`src/rtl/fpsm_pkg.sv`:
```
`timescale 1ns / 1ps
// ----------------------------------------------------------------------------
// fpsm_pkg
// Shared types, register indexes and the case-folding helper for the
// fixed pattern stream matcher.
// ----------------------------------------------------------------------------
package fpsm_pkg;

  localparam int PAT_W     = 64;
  localparam int LEN_W     = 4;
  localparam int DATA_W    = 8;
  localparam int OFS_W     = 32;
  localparam int CFG_IDX_W = 2;

  localparam logic [CFG_IDX_W-1:0] REG_PATTERN_BYTES    = 2'd0;
  localparam logic [CFG_IDX_W-1:0] REG_PATTERN_LENGTH   = 2'd1;
  localparam logic [CFG_IDX_W-1:0] REG_CASE_INSENSITIVE = 2'd2;

  localparam logic [DATA_W-1:0] CASE_BIT = 8'h20;
  localparam logic [DATA_W-1:0] CHAR_LO  = 8'h61;
  localparam logic [DATA_W-1:0] CHAR_HI  = 8'h7a;

  typedef struct packed {
    logic [PAT_W-1:0] pattern;
    logic [LEN_W-1:0] len;      // already clamped to 1..MAX_PATTERN
    logic             ci;
  } cfg_t;

  typedef struct packed {
    logic             hit;
    logic [OFS_W-1:0] offset;
  } match_t;

  function automatic logic [DATA_W-1:0] fold_byte(input logic [DATA_W-1:0] b,
                                                  input logic on);
    if (on && (b >= CHAR_LO) && (b <= CHAR_HI)) begin
      return b & ~CASE_BIT;
    end
    return b;
  endfunction

endpackage

```
`src/rtl/fpsm_cfg.sv`:
```
`timescale 1ns / 1ps
// ----------------------------------------------------------------------------
// fpsm_cfg
// Configuration registers. The pattern length is clamped to 1..MAX_PATTERN
// when it is written.
// ----------------------------------------------------------------------------
module fpsm_cfg
  import fpsm_pkg::*;
#(
  parameter int MAX_PATTERN = 8
) (
  input  logic                 clk,
  input  logic                 rst_n,
  input  logic                 cfg_we,
  input  logic [CFG_IDX_W-1:0] cfg_index,
  input  logic [PAT_W-1:0]     cfg_data,
  output cfg_t                 cfg
);

  logic [PAT_W-1:0] pattern_r;
  logic [LEN_W-1:0] len_r;
  logic             ci_r;
  logic [LEN_W-1:0] len_clamped;

  always_comb begin
    len_clamped = cfg_data[LEN_W-1:0];
    if (len_clamped == '0) begin
      len_clamped = LEN_W'(1);
    end else if (len_clamped > LEN_W'(MAX_PATTERN)) begin
      len_clamped = LEN_W'(MAX_PATTERN);
    end
  end

  always_ff @(posedge clk) begin
    if (!rst_n) begin
      pattern_r <= '0;
      len_r     <= LEN_W'(1);
      ci_r      <= 1'b1;
    end else if (cfg_we) begin
      case (cfg_index)
        REG_PATTERN_BYTES:    pattern_r <= cfg_data;
        REG_PATTERN_LENGTH:   len_r     <= len_clamped;
        REG_CASE_INSENSITIVE: ci_r      <= cfg_data[0];
        default: ;
      endcase
    end
  end

  assign cfg.pattern = pattern_r;
  assign cfg.len     = len_r;
  assign cfg.ci      = ci_r;

endmodule

```
`src/rtl/fpsm_core.sv`:
```
`timescale 1ns / 1ps
// ----------------------------------------------------------------------------
// fpsm_core
// Byte window, stream position and match counter, with the parallel compare
// of the newest bytes against the pattern for every possible length.
// ----------------------------------------------------------------------------
module fpsm_core
  import fpsm_pkg::*;
#(
  parameter int MAX_PATTERN = 8,
  parameter int OFFSET_BITS = 32
) (
  input  logic              clk,
  input  logic              rst_n,
  input  logic              adv,
  input  logic [DATA_W-1:0] data_byte,
  input  logic              end_of_stream,
  input  cfg_t              cfg,
  output match_t            res
);

  localparam int CNT_W = $clog2(MAX_PATTERN + 1);

  logic [DATA_W-1:0]      win_r   [MAX_PATTERN];
  logic [DATA_W-1:0]      win_sh  [MAX_PATTERN];
  logic [OFFSET_BITS-1:0] pos_r, pos_nxt;
  logic [CNT_W-1:0]       cnt_r, cnt_nxt, cnt_inc;
  logic [MAX_PATTERN:1]   hit_len;
  logic                   hit;
  logic [OFFSET_BITS-1:0] back;
  logic [OFFSET_BITS-1:0] first;
  logic [63:0]            first_ext;

  always_comb begin
    win_sh[0] = data_byte;
    for (int i = 1; i < MAX_PATTERN; i++) begin
      win_sh[i] = win_r[i-1];
    end
  end

  // For a length L, pattern byte L-1-k lines up with window entry k.
  always_comb begin
    for (int l = 1; l <= MAX_PATTERN; l++) begin
      hit_len[l] = 1'b1;
      for (int k = 0; k < l; k++) begin
        if (fold_byte(cfg.pattern[8*(l-1-k) +: 8], cfg.ci) !=
            fold_byte(win_sh[k], cfg.ci)) begin
          hit_len[l] = 1'b0;
        end
      end
    end
  end

  always_comb begin
    cnt_inc = (cnt_r < CNT_W'(MAX_PATTERN)) ? cnt_r + CNT_W'(1) : cnt_r;
    hit     = 1'b0;
    for (int l = 1; l <= MAX_PATTERN; l++) begin
      if (cfg.len == LEN_W'(l)) begin
        hit = hit_len[l];
      end
    end
    if (LEN_W'(cnt_inc) < cfg.len) begin
      hit = 1'b0;
    end
    back      = OFFSET_BITS'(cfg.len) - OFFSET_BITS'(1);
    first     = (pos_r >= back) ? pos_r - back : '0;
    first_ext = 64'(first);
    cnt_nxt   = hit ? '0 : cnt_inc;
    pos_nxt   = (pos_r != '1) ? pos_r + OFFSET_BITS'(1) : pos_r;
  end

  assign res.hit    = hit;
  assign res.offset = first_ext[OFS_W-1:0];

  always_ff @(posedge clk) begin
    if (!rst_n) begin
      for (int i = 0; i < MAX_PATTERN; i++) begin
        win_r[i] <= '0;
      end
      pos_r <= '0;
      cnt_r <= '0;
    end else if (adv) begin
      if (end_of_stream) begin
        for (int i = 0; i < MAX_PATTERN; i++) begin
          win_r[i] <= '0;
        end
        pos_r <= '0;
        cnt_r <= '0;
      end else begin
        for (int i = 0; i < MAX_PATTERN; i++) begin
          win_r[i] <= win_sh[i];
        end
        pos_r <= pos_nxt;
        cnt_r <= cnt_nxt;
      end
    end
  end

endmodule

```
`src/rtl/fixed_pattern_stream_matcher.sv`:
```
`timescale 1ns / 1ps
// ----------------------------------------------------------------------------
// fixed_pattern_stream_matcher
// A match offset passes the input register (byte_r), then the result
// register (offset_r): the byte is captured at the accepting edge, the result
// when that byte advances. Throughput: one byte per cycle while out_stall
// leaves the result slot free; the whole window compare sits between them.
// Reset (synchronous, active low) clears the window, stream position and
// match count, and sets pattern 0, length 1, case-insensitive mode on.
// ----------------------------------------------------------------------------
module fixed_pattern_stream_matcher
  import fpsm_pkg::*;
#(
  parameter int MAX_PATTERN = 8,
  parameter int OFFSET_BITS = 32
) (
  input  logic                 clk,
  input  logic                 rst_n,
  input  logic                 in_valid,
  output logic                 in_stall,
  input  logic [DATA_W-1:0]    in_data_byte,
  input  logic                 in_end_of_stream,
  output logic                 out_valid,
  input  logic                 out_stall,
  output logic [OFS_W-1:0]     out_match_offset,
  input  logic                 cfg_we,
  input  logic [CFG_IDX_W-1:0] cfg_index,
  input  logic [PAT_W-1:0]     cfg_data
);

  cfg_t              cfg;
  match_t            res;
  logic              in_v_r;
  logic [DATA_W-1:0] byte_r;
  logic              eos_r;
  logic              out_valid_r;
  logic [OFS_W-1:0]  offset_r;
  logic              out_free;
  logic              adv;
  logic              take;

  fpsm_cfg #(
    .MAX_PATTERN (MAX_PATTERN)
  ) u_cfg (
    .clk       (clk),
    .rst_n     (rst_n),
    .cfg_we    (cfg_we),
    .cfg_index (cfg_index),
    .cfg_data  (cfg_data),
    .cfg       (cfg)
  );

  fpsm_core #(
    .MAX_PATTERN (MAX_PATTERN),
    .OFFSET_BITS (OFFSET_BITS)
  ) u_core (
    .clk           (clk),
    .rst_n         (rst_n),
    .adv           (adv),
    .data_byte     (byte_r),
    .end_of_stream (eos_r),
    .cfg           (cfg),
    .res           (res)
  );

  // The result slot can be refilled when empty or when its word leaves now.
  assign out_free = !out_valid_r || !out_stall;
  assign adv      = in_v_r && out_free;
  assign in_stall = in_v_r && !out_free;
  assign take     = in_valid && !in_stall;

  always_ff @(posedge clk) begin
    if (!rst_n) begin
      in_v_r <= 1'b0;
    end else if (take) begin
      in_v_r <= 1'b1;
    end else if (adv) begin
      in_v_r <= 1'b0;
    end
  end

  always_ff @(posedge clk) begin
    if (take) begin
      byte_r <= in_data_byte;
      eos_r  <= in_end_of_stream;
    end
  end

  always_ff @(posedge clk) begin
    if (!rst_n) begin
      out_valid_r <= 1'b0;
    end else if (out_free) begin
      out_valid_r <= adv && res.hit;
    end
  end

  always_ff @(posedge clk) begin
    if (adv && res.hit) begin
      offset_r <= res.offset;
    end
  end

  assign out_valid        = out_valid_r;
  assign out_match_offset = offset_r;

`ifndef SYNTH
  a_stall_needs_item: assert property (@(posedge clk) disable iff (!rst_n)
    in_stall |-> in_v_r)
    else $error("input stalled with an empty input register");

  a_hit_gives_word: assert property (@(posedge clk) disable iff (!rst_n)
    adv && res.hit |=> out_valid_r)
    else $error("match found but no result word presented");

  a_word_from_item: assert property (@(posedge clk) disable iff (!rst_n)
    $rose(out_valid_r) |-> $past(adv))
    else $error("result word appeared without an item in the compare stage");
`endif

endmodule
```
`config.mk`:
```
export PLATFORM = sky130hd
export DESIGN_NAME = fixed_pattern_stream_matcher
export DESIGN_NICKNAME = d
export VERILOG_FILES = /design/src/rtl/fpsm_pkg.sv /design/src/rtl/fpsm_cfg.sv /design/src/rtl/fpsm_core.sv /design/src/rtl/fixed_pattern_stream_matcher.sv
export SDC_FILE = /design/constraint.sdc
export NUM_CORES = 1
export LEC_CHECK = 0
export ABC_AREA = 1
export BUFFER_PORTS_ARGS = -buffer_cell sky130_fd_sc_hd__buf_2
export CAP_MARGIN = 20
export CORE_MARGIN = 1.5
export CORE_UTILIZATION = 51
export CTS_BUF_LIST = sky130_fd_sc_hd__clkbuf_8
export DETAILED_ROUTE_END_ITERATION = 10
export GPL_ROUTABILITY_DRIVEN = 0
export HOLD_SLACK_MARGIN = 0.12
export PLACE_DENSITY = 0.72
export SLEW_MARGIN = 10
export SYNTH_ARGS = -nofsm -noshare
export SYNTH_HDL_FRONTEND = slang
export SYNTH_SLANG_ARGS = --single-unit
```
`constraint.sdc`:
```
create_clock -name clk -period 3.3 [get_ports clk]
set_input_delay 0.66 -clock clk [delete_from_list [all_inputs] [get_ports clk]]
set_output_delay 0.66 -clock clk [all_outputs]
set_load 0.02 [all_outputs]
```
==> results.tsv, run 1 <==
metric	value	unit
Cell Area, Synth	14870	um^2
1st-iter DRT viols	1866	
post-route setup slack	0.1623	ns
Peak VDD IR	0.2554	mV
crit-path max FO	27	
Setup WS pre-CTS	-0.1026	ns
EDFF count, synth	89	
final cycle utilization of the critical path	95.08	%
Startpoint Class	register	
vias in the first global route	14040	
Final ANT Viol Nets	0	
final instance area	16550	um^2
Slew headroom	45.10	%
die height	173.8	um
Non-Filler Instances	2574	
CP Capture Type	register	
Starting Density	51.82	%
clock tree sinks	204	
total number of vias	14750	
leak pwr	0.007544	uW
clock tree buffer depth	3	
synth unique cells	63	
main flop type after synthesis	dfxtp_1	
Post-synth ARST share	0	%
die area	30200	um^2
area delta synth->final	11.30	%
Num CTS Buffers	37	
shortest period the worst path allows	3.138	ns
outcome	finished clean	
GR Overflow Total	0	
worst slew pin tran	0.8224	ns
TritonCTS clock tree	built	
unrepaired setup endpoints after global routing	false	
Die X	173.8	um
Crit path largest cell delay	0.34	ns
slowest CP cell	ha_1	
Final Max Tran Viols	0	
met3 usage	6.009	%
achievable frequency	318.7	MHz
Final setup viols	0	
root buffer cell	clkbuf_8	
Net Sw Power	2187	uW
IO Port Bufs	113	
met2 usage	52.38	%
final hold vios	0	
Avg WL per Cell	19.39	um
crit-path cells	inv_1 -> ha_2 -> nand3_2 -> buf_6 -> ha_1 -> inv_1 -> o21ai_0 -> a21oi_2 -> o21ai_4 -> a21boi_2 -> inv_2 -> nand2_1 -> nand2_1 -> nand3_1 -> o211ai_2 -> buf_4 -> nand2_1 -> inv_1	
CP required	3.59	ns
sequential power share	42.2	%
syn_nets	2192	
Power Internal	4804	uW
largest cells by area after synthesis	edfxtp_1 18%, dfxtp_1 15%, nand2_1 11%, nor2_1 7.2%, xor2_1 6.7%	
Avg Synthesized Cell Area	7.185	um^2
initial antenna violation count	0	
H-tree levels	2	
GRT Total Usage	32.73	%
GR Util met1	41.95	%
final worst clock skew	0.03923	ns
pwr dens	422.3	nW/um^2
Setup CP Type	reg -> reg	
Clock Pin Slew Worst Setup and Hold Paths	0.07	ns
Buf+Inv Stages, Crit Path	6	
busiest layer in global routing	met2	
synthesis warning total	0	
hpwl dp	36.81	mm
Seq cells post-synth	204	
Clock Power Share	39.0	%
largest net degree at the start of global routing	68	
cell family with most CP delay	buffers and inverters	
max-cap viol count	0	
DRC errors left	0	
first-pass GRT wire length	77.01	mm
arrival time worst endpoint	3.43	ns
DR vias/cell	5.731	
Antenna Cells	0	
number of cells after detailed placement	2505	
IO Pins	114	
Nets	2283	
sequential area share after synthesis	33.45	%
share of layout cells above drive strength 1	13.65	%
area of the multi-input gates	8409	um^2
Min-Delay Path Class	in -> reg	
net switching fraction of the power	31.28	%
Routed WL	49.90	mm
Core ar.	28700	um^2
Placed Instance Area	15660	um^2
Row Count	62	
Post-Synthesis Cells	2070	
first drt pass iteration count	6	
Comb power frac	18.9	%
share of the synthesized area in the top cell type	17.97	%
sequential cell area	4976	um^2
filler cell count	2745	
Yosys top cell by area	edfxtp_1	
clock latency at the later pin of the worst-skew pair	0.57	ns
## power groups by stage
stage	clock [uW]	combinational [uW]	sequential [uW]
finish	2720	1320	2950
global route	2870	1440	2950
CTS	2750	1260	2930
detailed placement	0	1250	2990
global placement	0	1230	2990
floorplan	0	1020	2830
## final cells by class
| class | instances | area share (%) |
|---|---|---|
| Inverter | 242 | 5.578 |
| Clock inverter | 26 | 1.534 |
| Sequential cell | 204 | 30.06 |
| Timing Repair Buffer | 158 | 5.631 |
| Tap cell | 384 | 2.902 |
| Clock buffer | 42 | 3.492 |
| Multi-Input combinational cell | 1518 | 50.80 |
## metal layers
layer  part of all wire, %  wire, um  vias up
met2                    44     22160      917
met3                    11      5675      232
li1                      -         -     6877
met5                     0         0        -
met4                   6.2      3070        0
met1                    38     18990     6726
## synth_stat cells (49+ instances only)
library cell    n
xnor2_1       107
inv_1         223
xor2_1        113
nand3_1        92
a21oi_1       125
nor3_1         49
o21ai_0       103
nand2_1       420
nor2_1        285
dfxtp_1       115
edfxtp_1       89
## layout by cell type, fill, tap and decap left out, drive strengths merged, types with 2 or more instances in the layout
master    count
a211oi        5
a21boi        3
a21o          4
a21oi       130
a221oi        4
a31oi        10
buf         158
bufinv        5
clkbuf       42
clkinv       13
clkinvlp      2
dfxtp       115
edfxtp       89
ha           41
inv         248
nand2       432
nand3        94
nand3b        2
nand4        44
nor2        297
nor3         53
nor3b         2
nor4         20
o2111ai       3
o211ai        5
o21a          5
o21ai       121
o22ai        11
o31ai         2
or2           4
xnor2       107
xor2        113
## repair_timing
item,4_1_cts,5_1_grt
gates resized for setup,1,11
pin swaps,0,2
setup endpoints to repair,1,60
setup buffers,0,1
hold buffers,0,0
## final timing paths
| check | start | endpoint | slack, ns | depth (start not counted) |
|---|---|---|---|---|
| worst min-delay path | in_end_of_stream | eos_r$_DFFE_PP_ | 0.29 | 1 |
| worst max register to register | u_cfg.len_r[0]$_SDFFE_PN1P_ | out_match_offset[1]$_SDFFCE_PN0P_ | 0.16 | 18 |
| worst min register to register | u_cfg.pattern_r[53]$_SDFFE_PN0P_ | u_cfg.pattern_r[53]$_SDFFE_PN0P_ | 0.48 | 2 |
| worst max-delay path | u_cfg.len_r[0]$_SDFFE_PN1P_ | out_match_offset[1]$_SDFFCE_PN0P_ | 0.16 | 18 |
## through the flow
stage | hold slack [ns] | total power [uW] | util, % | TNS, ns
after global placement | 0.4473 | 4213 | 54.57 | -0.001855
final | 0.2893 | 6990 | 57.67 | 0
after global routing | 0.2829 | 7265 | 57.67 | 0
after CTS | 0.2692 | 6945 | 57.48 | 0
after floorplan | 0.4300 | 3855 | - | 0
after detailed placement | 0.4724 | 4236 | 54.57 | -0.1086
## sequential cells by signal, indices dropped and copies added (netlist names), 4 cells and up
name / cells
u_core.win_r: 56
u_core.cnt_r: 4
u_core.pos_r: 32
out_match_offset: 32
byte_r: 8
u_cfg.len_r: 4
u_cfg.pattern_r: 64
## cell families after synthesis
logic type               synth area share [%]
adder cells (fa/ha/maj)                 3.584
flip-flops                              33.45
XOR/XNOR                                12.96
AO/OA/AOI/OAI                           11.74
AND/OR/NAND/NOR                         27.83
buffers and inverters                   10.44
Note: power is estimated with default switching activity, not from simulation.
==> run 2, diff against run 1 <==
--- a/config.mk
+++ b/config.mk
@@ -14,7 +14,7 @@
 export DETAILED_ROUTE_END_ITERATION = 10
 export GPL_ROUTABILITY_DRIVEN = 0
 export HOLD_SLACK_MARGIN = 0.12
-export PLACE_DENSITY = 0.72
+export PLACE_DENSITY = 0.69
 export SLEW_MARGIN = 10
 export SYNTH_ARGS = -nofsm -noshare
 export SYNTH_HDL_FRONTEND = slang
==> constraint.sdc (replaced) <==
create_clock -name clk -period 3.95 [get_ports clk]
set_input_delay 0.79 -clock clk [delete_from_list [all_inputs] [get_ports clk]]
set_output_delay 0.79 -clock clk [all_outputs]
set_load 0.02 [all_outputs]
==> run 2 against run 1 <==
Total power decreased by 18%. Maximum frequency decreased by 8.6%. Via count decreased by 2.1%. Clock power decreased by 17%. Sequential share of layout area increased by 0.54 points. Largest power group unchanged.
==> results.tsv, run 2 (same netlist as run 1, synthesis figures left out) <==
metric	value	unit
outcome	finished clean	
PostCTS Resize Cnt	0	
filler cell count	2763	
DR vias/cell	5.675	
IO Port Bufs	113	
total number of vias	14440	
GRT Total Usage	32.57	%
IO Pins	114	
Num CTS Buffers	38	
GR Overflow Total	0	
unrepaired setup endpoints after global routing	false	
clock tree sinks	204	
Routed WL	49.40	mm
initial antenna violation count	0	
Antenna Cells	0	
first-pass GRT wire length	76.58	mm
die area	30200	um^2
Final setup viols	0	
Final Max Tran Viols	0	
final worst clock skew	0.03026	ns
net switching fraction of the power	31.27	%
achievable frequency	291.2	MHz
Setup WS pre-CTS	0.5398	ns
Core ar.	28700	um^2
Setup CP Type	reg -> reg	
pwr dens	354.3	nW/um^2
CP Capture Type	register	
final hold vios	0	
clock latency at the later pin of the worst-skew pair	0.57	ns
arrival time worst endpoint	3.74	ns
vias in the first global route	13980	
1st-iter DRT viols	1471	
setup_tns	0	ns
post-CTS setup buffer count	0	
Top reg by flops	u_cfg.pattern_r	
Min-Delay Path Class	in -> reg	
clock tree buffer depth	3	
H-tree levels	2	
Peak VDD IR	0.2059	mV
most frequent cells in the layout	420 x nand2_1, 285 x nor2_1, 228 x inv_1	
area delta synth->final	9.296	%
Avg WL per Cell	19.42	um
first drt pass iteration count	6	
DRC errors left	0	
die height	173.8	um
sequential cell area	4975	um^2
Starting Density	51.82	%
area of the multi-input gates	8358	um^2
sequential power share	43.2	%
Net Sw Power	1801	uW
Clock Power Share	39.2	%
Final ANT Viol Nets	0	
Row Count	62	
Nets	2252	
quantity of hold-fixing buffers added after cts	0	
most common cell after layout, fill and taps aside	nand2_1	
minimum hold slack	0.4084	ns
shortest period the worst path allows	3.434	ns
Comb power frac	17.6	%
Die X	173.8	um
Largest register FFs	64	
root buffer cell	clkbuf_8	
biggest regs	u_cfg.pattern_r (64), u_core.win_r (56)	
crit-path max FO	28	
hpwl dp	35.86	mm
TritonCTS clock tree	built	
CP required	4.25	ns
Slew headroom	38.56	%
Power Internal	3959	uW
largest net degree at the start of global routing	108	
leak pwr	0.007373	uW
post-route setup slack	0.5161	ns
max-cap viol count	0	
Startpoint Class	register	
Clock Pin Slew Worst Setup and Hold Paths	0.06	ns
worst slew pin tran	0.9203	ns
share of layout cells above drive strength 1	12.04	%
final cycle utilization of the critical path	86.93	%
[run 2: cell types whose count changed in the layout (fill, tap and decap cells not counted), moves of 2 or more]
cell	change
ha_1	+2
a21oi_2	-2
bufinv_16	-3
clkbuf_8	+9
buf_4	-30
a21oi_1	+2
clkinv_2	-2
ha_2	-2
nand3_1	+2
nand3_2	-2
[run 2: stage by stage]
stage | utilization [%] | instance area, um^2 | instances | power (uW)
2_1_floorplan | - | 14870 | 2070 | 3221
3_3_place_gp | 53.70 | 15410 | 2474 | 3496
3_5_place_dp | 53.70 | 15410 | 2474 | 3507
4_1_cts | 56.63 | 16260 | 2544 | 5747
5_1_grt | 56.63 | 16260 | 2544 | 5996
6_report | 56.63 | 16260 | 2544 | 5760
[run 2: per-layer routing]
layer,vias to the layer above,global-route usage [%],routed length (um)
li1,6838,-,-
met4,0,20.29,3393
met1,6543,39.88,18930
met3,241,6.469,4881
met5,-,0,0
met2,815,52.70,22200
[run 2: worst paths after layout]
| check | startpoint | to | slack, ns | cells after the start |
|---|---|---|---|---|
| hold / removal | in_data_byte[7] | byte_r[7]$_DFFE_PP_ | 0.41 | 1 |
| setup reg to reg | u_cfg.len_r[0]$_SDFFE_PN1P_ | out_match_offset[5]$_SDFFCE_PN0P_ | 0.52 | 18 |
| setup / recovery | u_cfg.len_r[0]$_SDFFE_PN1P_ | out_match_offset[5]$_SDFFCE_PN0P_ | 0.52 | 18 |
| hold reg to reg | u_cfg.pattern_r[53]$_SDFFE_PN0P_ | u_cfg.pattern_r[53]$_SDFFE_PN0P_ | 0.46 | 2 |
[run 2: area by class of cell]
class	instances	share of cell area, %
Clock inverter	19	0.8698
Multi-Input combinational cell	1518	51.42
Clock buffer	51	4.318
Inverter	242	5.680
Sequential cell	204	30.60
Timing Repair Buffer	126	4.156
Tap cell	384	2.956
[run 2: worst max-delay path, stage by stage (launching register included)]
cell and delay, ns:
dfxtp_1 0.40, inv_1 0.12, ha_1 0.26, nand3_1 0.10
buf_4 0.31, ha_1 0.34, inv_1 0.09, o21ai_0 0.09
a21oi_2 0.17, o21ai_2 0.11, a21boi_2 0.22, inv_2 0.06
nand2_1 0.05, nand2_1 0.08, nand3_1 0.10, o211ai_2 0.24
buf_4 0.30, nand3_1 0.08, inv_1 0.04
[run 2: power by group through the flow]
stage / sequential [uW] / clock [uW] / combinational [uW]
finish: 2490 / 2260 / 1010
detailed placement: 2520 / 0 / 986
CTS: 2480 / 2280 / 993
floorplan: 2370 / 0 / 855
global placement: 2520 / 0 / 975
global route: 2490 / 2380 / 1130
==> run 3, diff against run 2 <==
--- a/config.mk
+++ b/config.mk
@@ -13,6 +13,7 @@
 export CTS_BUF_LIST = sky130_fd_sc_hd__clkbuf_8
 export DETAILED_ROUTE_END_ITERATION = 10
 export GPL_ROUTABILITY_DRIVEN = 0
+export GPL_TIMING_DRIVEN = 0
 export HOLD_SLACK_MARGIN = 0.12
 export PLACE_DENSITY = 0.69
 export SLEW_MARGIN = 10
==> constraint.sdc (replaced) <==
create_clock -name clk -period 3.4 [get_ports clk]
set_input_delay 0.68 -clock clk [delete_from_list [all_inputs] [get_ports clk]]
set_output_delay 0.68 -clock clk [all_outputs]
set_load 0.02 [all_outputs]
==> run 3 against run 2 <==
Final cell count increased by 4.1%. Clock skew increased by 0.0050 ns. Core utilization increased by 2.4 points. Count of clock-buffer cells in the layout decreased by 8. Sequential power increased by 9.2%. Worst setup slack got worse by 0.33 ns. Non-clock buffer count increased by 103. Design area increased by 4.3%. Sequential cell count unchanged. Highest routed layer unchanged. Global-route usage increased by 1.7 points. Largest power group unchanged.
==> results.tsv, run 3 (same netlist as run 1, synthesis figures left out) <==
metric	value	unit
hpwl dp	38.03	mm
Design Power	6710	uW
Row Count	62	
Slew headroom	32.90	%
minimum hold slack	0.3007	ns
slowest CP cell	edfxtp_1	
Min-Delay Path Class	in -> reg	
area delta synth->final	13.97	%
Core ar.	28700	um^2
sequential cell area	4979	um^2
Final setup viols	0	
Die X	173.8	um
first drt pass iteration count	10	
unrepaired setup endpoints after global routing	false	
pwr dens	395.8	nW/um^2
Worst path most repeated cell	nor2_1	
largest net degree at the start of global routing	25	
most common cell after layout, fill and taps aside	nand2_1	
quantity of hold-fixing buffers added after cts	0	
crit-path cells	buf_4 -> inv_1 -> o22ai_1 -> inv_1 -> nand4_1 -> nor2_1 -> nand2_1 -> nor2_1 -> nand3_1 -> nor2_1 -> a21oi_1 -> nand2_2 -> nand3_2 -> clkinvlp_4 -> buf_16	
final worst clock skew	0.03526	ns
total number of vias	15060	
Avg WL per Cell	19.80	um
most frequent cells in the layout	420 x nand2_1, 283 x nor2_1, 223 x inv_1	
final hold vios	0	
CP Capture Type	register	
Placed Instance Area	15950	um^2
GR Overflow Total	0	
final instance area	16950	um^2
post-layout util	59.06	%
vias in the first global route	14270	
Crit path largest cell delay	0.51	ns
Routed WL	52.44	mm
IO Pins	114	
share of layout cells above drive strength 1	15.33	%
Final ANT Viol Nets	0	
Setup CP Type	reg -> reg	
die height	173.8	um
leak pwr	0.007775	uW
DRC errors left	0	
die area	30200	um^2
Antenna Cells	0	
GRT Total Usage	34.27	%
clock tree sinks	204	
Clock Pin Slew Worst Setup and Hold Paths	0.06	ns
crit-path max FO	22	
initial antenna violation count	0	
Nets	2357	
first-pass GRT wire length	79.78	mm
final cycle utilization of the critical path	94.52	%
Final Max Tran Viols	0	
Largest register FFs	64	
H-tree levels	2	
clock tree buffer depth	3	
TritonCTS clock tree	built	
achievable frequency	311.2	MHz
worst slew pin tran	0.9988	ns
post-route setup slack	0.1862	ns
DR vias/cell	5.688	
Peak VDD IR	0.2903	mV
filler cell count	2723	
root buffer cell	clkbuf_8	
area of the multi-input gates	8438	um^2
shortest period the worst path allows	3.214	ns
clock latency at the later pin of the worst-skew pair	0.58	ns
Num CTS Buffers	37	
1st-iter DRT viols	1828	
Starting Density	51.82	%
Top reg by flops	u_cfg.pattern_r	
Setup WS pre-CTS	-0.4588	ns
arrival time worst endpoint	3.47	ns
CP required	3.66	ns
IO Port Bufs	113	
Startpoint Class	register	
outcome	finished clean	
max-cap viol count	0	
biggest regs	u_cfg.pattern_r (64), u_core.win_r (56)	
==> run 3: worst paths after layout <==
check                                        start                                  to  slack [ns]  depth (start not counted)
setup / recovery               byte_r[1]$_DFFE_PP_  out_match_offset[24]$_SDFFCE_PN0P_        0.19                         15
hold / removal                     in_data_byte[6]                 byte_r[6]$_DFFE_PP_        0.30                          1
setup reg to reg               byte_r[1]$_DFFE_PP_  out_match_offset[24]$_SDFFCE_PN0P_        0.19                         15
hold reg to reg   u_cfg.pattern_r[53]$_SDFFE_PN0P_    u_cfg.pattern_r[53]$_SDFFE_PN0P_        0.49                          2
==> run 3: metal layers <==
metal,routed length [um],track usage (%)
met1,19990,42.64
met2,22900,54.22
met3,5454,6.535
met4,4093,22.74
met5,0,0
==> run 3: through the flow <==
stage,instances,TNS (ns)
2_1_floorplan,2070,0
3_3_place_gp,2567,-14.46
3_5_place_dp,2568,-10.27
4_1_cts,2639,0
5_1_grt,2648,0
6_report,2648,0
==> run 3: what timing repair did <==
item	4_1_cts	5_1_grt
setup endpoints to repair	32	63
pin swaps	1	1
gates cloned	1	2
resized for setup	4	19
buffers inserted	2	7
==> run 3: area by class of cell <==
cell class	count	share of cell area (%)
Tap cell	384	2.834
Clock inverter	25	1.122
Timing Repair Buffer	124	4.133
Multi-Input combinational cell	1520	49.78
Sequential cell	204	29.37
Inverter	242	5.551
Clock buffer	43	3.491
Buffer	105	3.691
Timing Repair inverter	1	0.02952
==> run 3: critical path, delay by kind of cell, from the launching register on <==
kind	cells	cell delay [ns]
buf+inv	5	0.89
compound gates	2	0.21
flops	1	0.51
simple gates	8	1.29
==> run 3: where the power goes <==
group | internal [uW] | switching [uW] | leakage [uW]
clock network | 1390 | 1130 | 0.000426
registers | 2650 | 68.5 | 0.00188
logic | 511 | 957 | 0.00546
